File: config.mk
export PLATFORM = sky130hd
export DESIGN_NAME = docking_approach_sequencer_unit
export DESIGN_NICKNAME = d
export VERILOG_FILES = /design/src/rtl/das_pkg.sv /design/src/rtl/docking_approach_sequencer_unit.sv /design/src/rtl/das_cfg.sv /design/src/rtl/das_core.sv
export VERILOG_INCLUDE_DIRS = /design/src /design/src/rtl
export SDC_FILE = /design/constraint.sdc
export NUM_CORES = 1
export LEC_CHECK = 0
export BUFFER_PORTS_ARGS = -buffer_cell sky130_fd_sc_hd__buf_2
export CAP_MARGIN = 20
export CORE_ASPECT_RATIO = 0.5
export CORE_MARGIN = 5
export CORE_UTILIZATION = 37
export CTS_CLUSTER_DIAMETER = 50
export DETAILED_ROUTE_END_ITERATION = 8
export SYNTH_ARGS = -nofsm -noshare
export SYNTH_HDL_FRONTEND = slang
export SYNTH_SLANG_ARGS = --single-unit
File: constraint.sdc
create_clock -name aclk -period 5 [get_ports aclk]
set_input_delay 0.5 -clock aclk [delete_from_list [all_inputs] [get_ports aclk]]
set_output_delay 0.5 -clock aclk [all_outputs]
set_load 0.02 [all_outputs]
File: src/rtl/assert_macros.svh
`ifndef ASSERT_MACROS_SVH
`define ASSERT_MACROS_SVH

// check that holds on every clock edge outside reset
`define DAS_ASSERT(label, prop, msg) \
    label: assert property (@(posedge aclk) disable iff (!aresetn) (prop)) else $error(msg);

// check that holds on every clock edge while the result beat is valid
`define DAS_ASSERT_OUT(label, prop, msg) \
    label: assert property (@(posedge aclk) disable iff (!aresetn) \
        (m_valid |-> (prop))) else $error(msg);

`endif

File: src/rtl/das_pkg.sv
package das_pkg;

    localparam int unsigned CFG_W     = 15;
    localparam int unsigned CFG_IDX_W = 3;
    localparam int unsigned VAL_W     = 16;
    localparam int unsigned CMP_W     = 18;
    localparam int unsigned PHASE_W   = 3;

    localparam logic signed [CMP_W-1:0] HEADING_TOL  = 18'sd123;
    localparam logic signed [CMP_W-1:0] QUARTER_TURN = 18'sd6434;

    typedef enum logic [PHASE_W-1:0] {
        PH_TURN     = 3'd0,
        PH_CENTER   = 3'd1,
        PH_ALIGN    = 3'd2,
        PH_APPROACH = 3'd3,
        PH_DONE     = 3'd4
    } phase_t;

    typedef enum logic [CFG_IDX_W-1:0] {
        REG_SLOW_LINEAR  = 3'd0,
        REG_FAST_LINEAR  = 3'd1,
        REG_SLOW_TURN    = 3'd2,
        REG_FAST_TURN    = 3'd3,
        REG_DOCK_DIST    = 3'd4,
        REG_CENTER_DIST  = 3'd5,
        REG_LINEAR_BAND  = 3'd6,
        REG_ANGULAR_BAND = 3'd7
    } reg_idx_t;

    typedef struct packed {
        logic [CFG_W-1:0] slow_linear_speed;
        logic [CFG_W-1:0] fast_linear_speed;
        logic [CFG_W-1:0] slow_turn_rate;
        logic [CFG_W-1:0] fast_turn_rate;
        logic [CFG_W-1:0] dock_distance;
        logic [CFG_W-1:0] center_distance;
        logic [CFG_W-1:0] linear_slow_band;
        logic [CFG_W-1:0] angular_slow_band;
    } cfg_t;

    typedef struct packed {
        phase_t                   phase;
        logic signed [VAL_W-1:0]  linear;
        logic signed [VAL_W-1:0]  angular;
    } seq_state_t;

endpackage

File: src/rtl/docking_approach_sequencer_unit.sv
// channel  | handshake             | payload
// s_       | s_valid / s_ready     | s_pose_x, s_pose_yaw, s_dock_on_left
// m_       | m_valid / m_ready     | m_linear_velocity, m_angular_velocity, m_phase, m_docked
// cfg_     | cfg_valid / cfg_ready | cfg_index, cfg_data
//
// one pose beat per cycle sustained while the result is not stalled; an accepted beat passes
// through the input register, phase and velocity logic, then the state/result register
// the phase and held velocities double as the result register, so a beat's result is the
// state after it and the next beat is evaluated against it
// reset clears phase and held velocities to zero and loads register defaults
// a stalled result holds both stages; the input side still takes one beat into a free slot
`include "assert_macros.svh"

module docking_approach_sequencer_unit (
    input  logic                                 aclk,
    input  logic                                 aresetn,
    input  logic                                 s_valid,
    output logic                                 s_ready,
    input  logic signed [das_pkg::VAL_W-1:0]     s_pose_x,
    input  logic signed [das_pkg::VAL_W-1:0]     s_pose_yaw,
    input  logic                                 s_dock_on_left,
    output logic                                 m_valid,
    input  logic                                 m_ready,
    output logic signed [das_pkg::VAL_W-1:0]     m_linear_velocity,
    output logic signed [das_pkg::VAL_W-1:0]     m_angular_velocity,
    output logic [das_pkg::PHASE_W-1:0]          m_phase,
    output logic                                 m_docked,
    input  logic                                 cfg_valid,
    output logic                                 cfg_ready,
    input  logic [das_pkg::CFG_IDX_W-1:0]        cfg_index,
    input  logic [das_pkg::CFG_W-1:0]            cfg_data
);

    das_pkg::cfg_t                     cfg;
    das_pkg::seq_state_t               state_reg, state_next;
    logic                              in_valid_reg, out_valid_reg;
    logic signed [das_pkg::VAL_W-1:0]  x_reg, yaw_reg;
    logic                              left_reg;
    logic                              advance;

    das_cfg u_cfg (
        .aclk      (aclk),
        .aresetn   (aresetn),
        .cfg_valid (cfg_valid),
        .cfg_ready (cfg_ready),
        .cfg_index (cfg_index),
        .cfg_data  (cfg_data),
        .cfg       (cfg)
    );

    das_core u_core (
        .cfg          (cfg),
        .cur          (state_reg),
        .pose_x       (x_reg),
        .pose_yaw     (yaw_reg),
        .dock_on_left (left_reg),
        .nxt          (state_next)
    );

    assign advance = in_valid_reg && (!out_valid_reg || m_ready);
    assign s_ready = !in_valid_reg || advance;

    always_ff @(posedge aclk) begin
        if (!aresetn) begin
            in_valid_reg  <= 1'b0;
            out_valid_reg <= 1'b0;
            state_reg     <= '{phase: das_pkg::PH_TURN, linear: '0, angular: '0};
        end else begin
            if (s_ready) begin
                in_valid_reg <= s_valid;
            end
            if (advance) begin
                out_valid_reg <= 1'b1;
                state_reg     <= state_next;
            end else if (m_ready) begin
                out_valid_reg <= 1'b0;
            end
        end
    end

    always_ff @(posedge aclk) begin
        if (s_valid && s_ready) begin
            x_reg    <= s_pose_x;
            yaw_reg  <= s_pose_yaw;
            left_reg <= s_dock_on_left;
        end
    end

    assign m_valid            = out_valid_reg;
    assign m_linear_velocity  = state_reg.linear;
    assign m_angular_velocity = state_reg.angular;
    assign m_phase            = state_reg.phase;
    assign m_docked           = (state_reg.phase == das_pkg::PH_DONE);

    `DAS_ASSERT(a_phase_step,
        (state_reg.phase != $past(state_reg.phase)) |->
            (state_reg.phase == das_pkg::PHASE_W'($past(state_reg.phase) + 3'd1)),
        "phase moved other than one step up")
    `DAS_ASSERT(a_hold_stall, (out_valid_reg && !m_ready) |=> $stable(state_reg),
        "state changed while result stalled")
    `DAS_ASSERT_OUT(a_done_zero,
        (m_phase != das_pkg::PH_DONE) ||
            (m_linear_velocity == 16'sd0 && m_angular_velocity == 16'sd0),
        "nonzero velocity after docking")
    `DAS_ASSERT_OUT(a_turn_no_drive,
        (m_phase != das_pkg::PH_TURN) || (m_linear_velocity == 16'sd0),
        "linear motion during turn phase")

endmodule

File: src/rtl/das_cfg.sv
module das_cfg (
    input  logic                           aclk,
    input  logic                           aresetn,
    input  logic                           cfg_valid,
    output logic                           cfg_ready,
    input  logic [das_pkg::CFG_IDX_W-1:0]  cfg_index,
    input  logic [das_pkg::CFG_W-1:0]      cfg_data,
    output das_pkg::cfg_t                  cfg
);

    das_pkg::cfg_t cfg_reg;

    assign cfg_ready = 1'b1;
    assign cfg       = cfg_reg;

    always_ff @(posedge aclk) begin
        if (!aresetn) begin
            cfg_reg.slow_linear_speed <= 15'd410;
            cfg_reg.fast_linear_speed <= 15'd1229;
            cfg_reg.slow_turn_rate    <= 15'd410;
            cfg_reg.fast_turn_rate    <= 15'd1229;
            cfg_reg.dock_distance     <= 15'd1229;
            cfg_reg.center_distance   <= 15'd123;
            cfg_reg.linear_slow_band  <= 15'd1229;
            cfg_reg.angular_slow_band <= 15'd1638;
        end else if (cfg_valid) begin
            case (das_pkg::reg_idx_t'(cfg_index))
                das_pkg::REG_SLOW_LINEAR:  cfg_reg.slow_linear_speed <= cfg_data;
                das_pkg::REG_FAST_LINEAR:  cfg_reg.fast_linear_speed <= cfg_data;
                das_pkg::REG_SLOW_TURN:    cfg_reg.slow_turn_rate    <= cfg_data;
                das_pkg::REG_FAST_TURN:    cfg_reg.fast_turn_rate    <= cfg_data;
                das_pkg::REG_DOCK_DIST:    cfg_reg.dock_distance     <= cfg_data;
                das_pkg::REG_CENTER_DIST:  cfg_reg.center_distance   <= cfg_data;
                das_pkg::REG_LINEAR_BAND:  cfg_reg.linear_slow_band  <= cfg_data;
                das_pkg::REG_ANGULAR_BAND: cfg_reg.angular_slow_band <= cfg_data;
                default: ;
            endcase
        end
    end

endmodule

File: src/rtl/das_core.sv
module das_core (
    input  das_pkg::cfg_t                      cfg,
    input  das_pkg::seq_state_t                cur,
    input  logic signed [das_pkg::VAL_W-1:0]   pose_x,
    input  logic signed [das_pkg::VAL_W-1:0]   pose_yaw,
    input  logic                               dock_on_left,
    output das_pkg::seq_state_t                nxt
);

    logic signed [das_pkg::CMP_W-1:0] x, nx, yaw, ax, ayaw, e, p;
    logic signed [das_pkg::CMP_W-1:0] tw, tv, cd, dd;
    logic signed [das_pkg::VAL_W-1:0] vmin, vmax, wmin, wmax;

    assign x    = {{2{pose_x[15]}}, pose_x};
    assign yaw  = {{2{pose_yaw[15]}}, pose_yaw};
    assign nx   = -x;
    assign ax   = x[17] ? -x : x;
    assign ayaw = yaw[17] ? -yaw : yaw;
    assign e    = das_pkg::HEADING_TOL;
    assign p    = das_pkg::QUARTER_TURN;
    assign tw   = {3'b000, cfg.angular_slow_band};
    assign tv   = {3'b000, cfg.linear_slow_band};
    assign cd   = {3'b000, cfg.center_distance};
    assign dd   = {3'b000, cfg.dock_distance};
    assign vmin = {1'b0, cfg.slow_linear_speed};
    assign vmax = {1'b0, cfg.fast_linear_speed};
    assign wmin = {1'b0, cfg.slow_turn_rate};
    assign wmax = {1'b0, cfg.fast_turn_rate};

    always_comb begin
        nxt = cur;
        case (cur.phase)
            das_pkg::PH_TURN: begin
                nxt.linear = '0;
                if (dock_on_left) begin
                    if (p - e <= yaw && yaw <= p + e) begin
                        nxt.angular = '0;
                        nxt.phase   = das_pkg::PH_CENTER;
                    end else if (p - tw <= yaw && yaw < p - e) begin
                        nxt.angular = -wmin;
                    end else if (-p <= yaw && yaw < p - tw) begin
                        nxt.angular = -wmax;
                    end else if (p + e <= yaw && yaw < p + tw) begin
                        nxt.angular = wmin;
                    end else begin
                        nxt.angular = wmax;
                    end
                end else begin
                    if (-p - e <= yaw && yaw <= -p + e) begin
                        nxt.angular = '0;
                        nxt.phase   = das_pkg::PH_CENTER;
                    end else if (-p + e <= yaw && yaw < -p + tw) begin
                        nxt.angular = wmin;
                    end else if (-p + tw <= yaw && yaw < p) begin
                        nxt.angular = wmax;
                    end else if (-p - tw <= yaw && yaw < -p - e) begin
                        nxt.angular = -wmin;
                    end else begin
                        nxt.angular = -wmax;
                    end
                end
            end
            das_pkg::PH_CENTER: begin
                if (ax <= cd) begin
                    nxt.linear = '0;
                    nxt.phase  = das_pkg::PH_ALIGN;
                end else if (cd < nx && nx < cd + tv) begin
                    nxt.linear = -vmin;
                end else if (cd < x && x < cd + tv) begin
                    nxt.linear = vmin;
                end else begin
                    nxt.linear = -vmax;
                end
            end
            das_pkg::PH_ALIGN: begin
                if (ayaw <= e) begin
                    nxt.angular = '0;
                    nxt.phase   = das_pkg::PH_APPROACH;
                end else if (e <= yaw && yaw < tw) begin
                    nxt.angular = wmin;
                end else if (-tw <= yaw && yaw < -e) begin
                    nxt.angular = -wmin;
                end else if (tw <= yaw) begin
                    nxt.angular = wmax;
                end else begin
                    nxt.angular = -wmax;
                end
            end
            das_pkg::PH_APPROACH: begin
                if (ax < dd) begin
                    nxt.linear = '0;
                    nxt.phase  = das_pkg::PH_DONE;
                end else if (ax <= dd + tv) begin
                    nxt.linear = -vmin;
                end else begin
                    nxt.linear = -vmax;
                end
            end
            default: begin
                nxt.linear  = '0;
                nxt.angular = '0;
            end
        endcase
    end

endmodule
After elaboration in Yosys (flattened, before gate mapping). Index checks and enable logic that the tools add are counted.

Word-level logic and storage cells: 141. Input bits: 56. Output and inout bits: 39. Flip-flop bits (word level): 190.

Add/subtract/negate cells: 13. Eq/ne operators: 16. $lt $le $gt $ge: 29. Mux-type cells: 31. Reductions and logical operators: 34. Bitwise logic cells: 2.

Operator list (count): $mux 16 (17); $pmux 16 s3 (2); $le 14x16->1 const A (5); $neg 15->16 (4); $lt 16x17->1 (3); $lt 16x14->1 const B (3); $lt 16x16->1 (3); $le 18x16->1 (2); $mux 18 (2); $neg 16->18 (2); $le 17x16->1 (2); $add 15x15->16 (2); $le 16x14->1 const B (2); $le 16x16->1 (2); $reduce_and 2->1 (10); $le 18x18->1 (1); $le 18x8->1 const B (1); $lt 16x18->1 (1); $lt 18x16->1 (1); $lt 18x18->1 (1); $mux 3 (6); $neg 15->18 (1); $add 14x16->17 const A (1); $sub 14x16->17 const A (1); 21 further kinds (50).

Depth between registers and ports, before layout. Gate-level depths: netlist (run 1).

Depth in word-level cells: 9. Mapped depth: 24. Gate-level depth less buffers: 24.

Modules after synthesis. A second synthesis (run 1) with hierarchy kept.

Cell total of the unflattened synthesis: 2280. Area, all modules: 18675.4 um^2.

Modules (own cells, without submodules): das_core (sequential area each 0.0 um^2, times used 1, cells an instance 1656, area each 11634.9 um^2); das_cfg (sequential area each 2402.3 um^2, times used 1, cells an instance 429, area each 4556.9 um^2); docking_approach_sequencer_unit (sequential area each 1731.7 um^2, times used 1, cells an instance 195, area each 2483.6 um^2).

Worst setup path after synthesis (run 1). No wires, ideal clock.

Kind: register to register. Start point: register x_reg[0] (netlist bit). End point: register state_reg, in the netlist m_linear_velocity[7]. Stages on the path, launching flop included: 20. Data arrival time: 4669 ps. Buffers on the path: 1. Period minus slack after synthesis: 4791 ps. Setup slack: 209 ps. Cell sequence: edfxtp_1 inv_1 ha_1 nand4_1 or3_1 or3_1 nor3_1 nand3_1 nand2_1 xnor2_1 ha_1 nand4_1 or4_1 nor2_1 a41oi_1 o21ai_1 clkbuf_1 mux2i_1 o21ai_0 a221o_1.

Cells in the longest elaborated chain, start to end: 6. Elaborated cells between the ends (all ways): 17. Those cells by class: 1 x add/sub; 7 x order compare; 7 x mux; 2 x reduce/logical.

RTL lines: start: declaration (line docking_approach_sequencer_unit.sv:37) `logic signed [das_pkg::VAL_W-1:0] x_reg, yaw_reg;`; start signal: assignment (line docking_approach_sequencer_unit.sv:83) `x_reg <= s_pose_x;`; $neg 16->18 (tied with other cells) (line das_core.sv:16, das_core.sv:17); $mux 18 (tied with other cells) (line das_core.sv:17) `assign ax = x[17] ? -x : x;`; $le 18x18->1 (tied with other cells) (line das_core.sv:93) `end else if (ax <= dd + tv) begin`; $mux 16, on equally long branches (line das_core.sv:93, das_core.sv:67); $mux 16, on equally long branches (line das_core.sv:90, das_core.sv:64); $pmux 16 s3 * (line das_core.sv:32) `case (cur.phase)`; end signal: assignment (line docking_approach_sequencer_unit.sv:67) `state_reg <= '{phase: das_pkg::PH_TURN, linear: '0, angular: '0};`; end signal: assignment (line docking_approach_sequencer_unit.sv:74) `state_reg <= state_next;`; end: declaration (line docking_approach_sequencer_unit.sv:35) `das_pkg::seq_state_t state_reg, state_next;`.

Every way passes the cells marked *; elsewhere a longest branch is shown, timed or not. A chain may end at the register's enable or synchronous reset.

Final worst setup path (run 1).
Start point: register u_cfg.cfg_reg, in the netlist u_cfg.cfg[15]. End point: register state_reg, in the netlist m_linear_velocity[1].

Cells in the longest elaborated chain, start to end: 7. Elaborated cells between the ends (all ways): 13. Those cells by class: 2 x add/sub; 3 x order compare; 6 x mux; 2 x reduce/logical.

RTL lines: start: declaration (line das_cfg.sv:11) `das_pkg::cfg_t cfg_reg;`; $add 15x15->16 (line das_core.sv:67, das_core.sv:69); $lt 16x17->1 (line das_core.sv:69) `end else if (cd < x && x < cd + tv) begin`; $logic_and 1x1->1 (line das_core.sv:69); $mux 16 (line das_core.sv:69); $mux 16 (line das_core.sv:67) `end else if (cd < nx && nx < cd + tv) begin`; $mux 16 (line das_core.sv:64) `if (ax <= cd) begin`; $pmux 16 s3 * (line das_core.sv:32).

Marked as above.

==> flow_summary.toml, run 1 <==
[yosys]
syn_avg_cell_area_um2 = 7.709
ys_seq_area_share_pct = 23.00
synth-seq-cells = 190
synth-warning-count = 0
ys_async_sr_fraction_pct = 0
synthesis.instances = 2332
synth-edff-count = 33
yosysUniqueCellTypes = 81
postSynthNetCount = 2635
netlist_area_um2 = 17980
yosys_most_used_dff = "dfxtp_1"

[grt]
global_route.usage.total_pct = 22.47
number_of_global_route_vias_before_repair = 16710
grt_first_pass_wirelength_mm = 96.52
antenna_found_initial = 1
grt_max_degree = 73
grt-ovfl-total = 0

[placement]
dp_hpwl_mm = 47.27
post-place-ws_ps = 42.10
gpl.final_weighted_congestion = 0.9954
place_inst = 3034
portBuffers = 93

[sta]
fin_crit_sh_pct = 95.17
worst_slew_margin_rel_pct = 31.66
fin_tns_setup_ps = 0
report.final.slew_viol_count = 0
clock_skew_ps = 12.58
final_setup_vio_count = 0
achievable-frequency_mhz = 210.1
tightest_slew_ps = 1024
holdWs_ps = 208.3
setup_ws_ps = 241.4
final_hold_fails = 0
finalCriticalPeriod_ps = 4759

[setup_path]
timing.critical_path.buf_inv = 2
timing_worst_setup_path_type = "flip-flop to flip-flop"
crit_path_max_delay_family = "compound AO/OA/AOI/OAI gates"
slowest_delay_ps = 410
critical_path.cell_chain = "ha_1 -> fa_1 -> a21o_1 -> a21oi_2 -> o21bai_1 -> a21oi_2 -> o21ai_0 -> a211o_1 -> a21o_1 -> a21oi_1 -> xor2_1 -> ha_1 -> nor2b_1 -> o21ai_0 -> a21oi_1 -> nor2_1 -> and4_1 -> buf_8 -> buf_4 -> nor2_1 -> a221o_1"
crit_fanout = 15
critical_path_required_ps = 5340
crit_path_top_delay_cell = "fa_1"
setup.worst_path.end_class = "flip-flop"
timing.critical_path.arrival_ps = 5100
category_of_the_worst_setup_path_launch_point = "flip-flop"

[pwr]
cellLeakagePower_nw = 8.540
power_density_nw_per_um2 = 218.3
report.power.total_mw = 4.391
worst_ir_drop_vdd_uv = 194.0

[routing]
routed_wirelength_mm = 61.51
routed_via_density = 5.746
routed-wl-met3_mm = 4.972
detail_route.iter0.violations = 1792
highest-signal-layer = "met5"
detail_route.wirelength.met1_mm = 28.70
routed-via-count = 17639
firstDrtPassIters = 5
route.detailed.wl_per_inst_um = 20.04
wl_met2_mm = 26.34
ant_nets = 0
detail_route.drc_violations = 0

[hold_path]
hold_path.class = "primary input to flip-flop"

[finish]
non_filler_instances = 3070
proportion_of_layout_cells_with_a_drive_suffix_above_1_pct = 11.32
fill_cells = 4895
antennaDiodeCount = 0
final_nets = 2711
largest_reg_flops = 120
area_growth_syn_to_layout_pct = 11.89

[die]
floorplan.initialDensity_pct = 37.23
ios = 95
die_w_um = 321.7
fp.coreArea_um2 = 48280
dieArea_um2 = 53360
std_cell_rows = 57
fp.dieH_um = 165.9

[cts]
total_of_hold_buffers_inserted_after_clock_tree_synthesis = 0
cts-buffers-inserted = 17
bufs_on_longest_clock_path = 2
cts_htree_levels = 4
clk_transition_reported_paths_ps = 80
tritoncts = "done"
clk_root_buffer_cell = "clkbuf_16"
clk-insertion-delay-late_ps = 460
clock_sink_count = 190

[outcome]
outcome = "finished, final reports clean"

[run]
max_cap_viol_count = 0
power by group:
part           total (mW)  switching, mW  leakage, nW  internal (mW)
clock                1.42          0.740        0.285          0.682
sequential           1.71         0.0999         1.60           1.61
combinational        1.25          0.745         6.66          0.509
area by class of cell:
type                            instances  area [um^2]  share of cell area, %
Multi-Input combinational cell       1888        12930                  64.26
Sequential cell                       190         4138                  20.57
Timing Repair Buffer                  182         1170                  5.816
Tap cell                              649        812.0                  4.037
Inverter                              129        484.2                  2.407
Clock buffer                           18        439.2                  2.183
Clock inverter                         14        145.1                 0.7216
routing by layer:
metal | global-route usage [%] | vias up
met4 | 5.633 | 2
met2 | 34.92 | 719
met1 | 32.36 | 8281
met3 | 3.922 | 94
met5 | 0 | -
li1 | - | 8543
cell families after synthesis:
kind of cell | Yosys count | share of synthesized area, %
xor+xnor | 163 | 7.941
compound gates | 596 | 21.60
mux | 45 | 2.561
other cells | 1 | 0.02086
fa+ha+maj | 247 | 17.27
buf+inv | 254 | 5.672
simple gates | 836 | 21.93
flops | 190 | 23.00
cell usage after synthesis, types with 14 or more instances:
cell type | instances | area share [%]
nand2b_1 | 20 | 0.70
clkbuf_1 | 94 | 2.0
nand4_1 | 30 | 1.0
nand2_1 | 381 | 8.0
a221oi_1 | 17 | 0.83
mux2i_1 | 37 | 2.1
dfxtp_1 | 157 | 17
xnor2_1 | 127 | 6.2
or3_1 | 31 | 1.1
a21oi_1 | 170 | 4.7
o21ai_0 | 117 | 3.3
o21a_1 | 14 | 0.58
nor2b_1 | 33 | 1.1
inv_1 | 121 | 2.5
nor3_1 | 55 | 1.5
ha_1 | 245 | 17
a21o_1 | 45 | 1.9
nor2_1 | 102 | 2.1
xor2_1 | 36 | 1.8
o211ai_1 | 43 | 1.8
a31oi_1 | 26 | 0.90
nor4_1 | 17 | 0.59
and3_1 | 20 | 0.70
nand3_1 | 83 | 2.3
edfxtp_1 | 33 | 5.5
a21boi_0 | 26 | 1.1
metrics by stage:
stage	cell area [um^2]	utilization [%]
after floorplan	17980	-
after global placement	19400	40.18
after detailed placement	19400	40.18
after CTS	19990	41.39
after global routing	20110	41.66
final	20110	41.66
final timing paths:
check | start | endpoint | slack, ps | depth (start not counted)
max | u_cfg.cfg[15]$_SDFFE_PN1P_ | m_linear_velocity[1]$_SDFFE_PN0P_ | 240 | 21
min | s_pose_yaw[7] | yaw_reg[7]$_DFFE_PP_ | 210 | 1
max reg2reg | u_cfg.cfg[15]$_SDFFE_PN1P_ | m_linear_velocity[1]$_SDFFE_PN0P_ | 240 | 21
min reg2reg | m_linear_velocity[2]$_SDFFE_PN0P_ | m_linear_velocity[2]$_SDFFE_PN0P_ | 470 | 2
what timing repair did:
item / in CTS / in global routing
setup buffers: 0 / 3
resized for setup: 0 / 33
endpoints found under the setup margin: 0 / 34
placed cells by master (no fill, tap or decap), types with 14 or more instances in the layout:
cell type | Yosys | layout
inv_1 | 121 | 121
buf_4 | 9 | 85
nor3_1 | 55 | 53
nand2b_1 | 20 | 20
a21o_1 | 45 | 45
nor2_1 | 102 | 100
nor2b_1 | 33 | 33
o21ai_0 | 117 | 113
edfxtp_1 | 33 | 33
xor2_1 | 36 | 36
nand2_1 | 381 | 381
mux2i_1 | 37 | 37
or3_1 | 31 | 30
clkbuf_16 | 0 | 17
dfxtp_1 | 157 | 154
nor4_1 | 17 | 17
buf_2 | 5 | 93
o21a_1 | 14 | 14
o211ai_1 | 43 | 43
a21oi_1 | 170 | 167
a31oi_1 | 26 | 26
nand4_1 | 30 | 30
nand3_1 | 83 | 83
xnor2_1 | 127 | 127
and3_1 | 20 | 19
ha_1 | 245 | 245
a21boi_0 | 26 | 24
No activity file was read; power rests on OpenSTA's default activity.
==> inputs of run 2 (changes only) <==
==> constraint.sdc (replaced) <==
create_clock -name aclk -period 5 [get_ports aclk]
set_input_delay 1.25 -clock aclk [delete_from_list [all_inputs] [get_ports aclk]]
set_output_delay 1.25 -clock aclk [all_outputs]
set_load 0.02 [all_outputs]
==> flow_summary.toml, run 2 (synthesis gave the netlist of run 1 again) <==
[outcome]
outcome = "finished, final reports clean"

[setup_path]
timing.reg2reg.worst_path_depth = 18
regToRegStartpoint = "u_cfg.cfg[3]$_SDFFE_PN0P_"
timing.rr.end = "m_angular_velocity[11]$_SDFFE_PN0P_"
setup.worst_path.end_class = "flip-flop"
critical_path_required_ps = 5340
timing_worst_setup_path_type = "flip-flop to flip-flop"
timing.critical_path.arrival_ps = 5070
category_of_the_worst_setup_path_launch_point = "flip-flop"
r2r_slack_ps = 270
crit_fanout = 9

[grt]
global_route.usage.total_pct = 22.69
grt_first_pass_wirelength_mm = 97.13
grt_max_degree = 72
number_of_global_route_vias_before_repair = 16780
antenna_found_initial = 1
grt-ovfl-total = 0

[placement]
place_inst = 3039
portBuffers = 93
placed_cell_area_um2 = 19450
dp_hpwl_mm = 48.49
gpl.final_weighted_congestion = 0.9807

[die]
die_w_um = 321.7
fp.coreArea_um2 = 48280
dieArea_um2 = 53360
ios = 95
fp.dieH_um = 165.9
std_cell_rows = 57
floorplan.initialDensity_pct = 37.23

[pwr]
cellLeakagePower_nw = 8.594
worst_ir_drop_vdd_uv = 176.2
power_density_nw_per_um2 = 219.9

[sta]
final_setup_vio_count = 0
worst_slew_margin_rel_pct = 28.59
final_hold_fails = 0
achievable-frequency_mhz = 211.3
finalCriticalPeriod_ps = 4733
report.final.slew_viol_count = 0
tightest_slew_ps = 1071
clock_skew_ps = 15.07
fin_crit_sh_pct = 94.67
fin_tns_setup_ps = 0

[routing]
detail_route.iter0.violations = 1801
ant_nets = 0
firstDrtPassIters = 6
routed_via_density = 5.755
routed-via-count = 17719
routed_wirelength_mm = 62.74
detail_route.drc_violations = 0
route.detailed.wl_per_inst_um = 20.38

[finish]
proportion_of_layout_cells_with_a_drive_suffix_above_1_pct = 11.73
final_common_cell = "nand2_1"
area_growth_syn_to_layout_pct = 12.43
final_cell_mix = "nand2_1 (381), ha_1 (245), a21oi_1 (166), dfxtp_1 (154), xnor2_1 (127)"
final_nets = 2720
finalInstanceArea_um2 = 20210
largest_reg_flops = 120
fill_cells = 4908
post-route-util_pct = 41.86
non_filler_instances = 3079

[hold_path]
cell_depth_of_the_worst_min_delay_path = 1
hold_path.class = "flip-flop to flip-flop"
worst_hold_path.endpoint = "m_linear_velocity[15]$_SDFFE_PN0P_"
worstHoldStart = "m_linear_velocity[15]$_SDFFE_PN0P_"

[cts]
clk_transition_reported_paths_ps = 80
clock_sink_count = 190
clk_root_buffer_cell = "clkbuf_16"
cts-buffers-inserted = 17
clk-insertion-delay-late_ps = 460
bufs_on_longest_clock_path = 2
tritoncts = "done"
total_of_hold_buffers_inserted_after_clock_tree_synthesis = 0
cts_htree_levels = 4

[run]
max_cap_viol_count = 0
-- run 2: final cells by class --
class                   instances  area, um^2  area share (%)
multi-input cells            1888       12940           64.00
flip-flops and latches        190        4138           20.47
repair buffers                191        1251           6.190
well taps                     649       812.0           4.018
inverters                     129       484.2           2.396
clock buffers                  18       439.2           2.173
clock inverters                13       148.9          0.7367
diodes                          1       2.502         0.01238
-- run 2: layer usage --
| metal | part of all wire (%) | track usage, % | vias up |
|---|---|---|---|
| met1 | 47 | 32.86 | 8363 |
| met5 | 0 | 0 | - |
| li1 | - | - | 8551 |
| met3 | 7.2 | 3.434 | 95 |
| met4 | 2.3 | 5.295 | 0 |
| met2 | 43 | 35.61 | 710 |
-- run 2: stage by stage --
step	setup WS, ps	power, mW	hold WS, ps
after detailed placement	5.732	2.980	464.4
after floorplan	209.1	2.549	453.0
after global placement	63.89	2.963	458.1
after global routing	-9.301	4.664	502.9
after CTS	25.14	4.419	485.8
final	266.6	4.444	481.0
-- run 2: worst max path at each step --
stage,start,to,depth (start not counted)
floorplan,x_reg[0]$_DFFE_PP_,m_linear_velocity[7]$_SDFFE_PN0P_,19
global placement,u_cfg.cfg[1]$_SDFFE_PN1P_,m_angular_velocity[7]$_SDFFE_PN0P_,19
detailed placement,u_cfg.cfg[1]$_SDFFE_PN1P_,m_angular_velocity[7]$_SDFFE_PN0P_,19
global route,u_cfg.cfg[45]$_SDFFE_PN1P_,m_linear_velocity[14]$_SDFFE_PN0P_,24
CTS,u_cfg.cfg[16]$_SDFFE_PN0P_,m_linear_velocity[1]$_SDFFE_PN0P_,24
finish,u_cfg.cfg[3]$_SDFFE_PN0P_,m_angular_velocity[11]$_SDFFE_PN0P_,18
-- run 2: power breakdown --
part	internal (mW)	leakage, nW	switching [mW]
combinational	0.525	6.71	0.761
clock	0.724	0.288	0.721
sequential	1.61	1.60	0.0989
-- run 2: what timing repair did --
action,CTS,global route
pin swaps,0,7
gates resized for setup,1,31
setup endpoints to repair,2,35
setup buffers,0,7
-- run 2: critical path, cell delays in order, from the launching register on --
cell	delay (ps)
dfxtp_1	480
buf_4	230
a41oi_1	230
nor2_1	340
nor2_1	70
nor2_1	180
nor2_1	70
xnor2_1	160
ha_1	290
nor2b_1	130
a2111oi_0	690
o21ai_0	180
o21ai_0	400
nand3b_1	200
and3_1	200
a2111oi_0	390
buf_4	190
a211o_1	90
o211ai_1	80
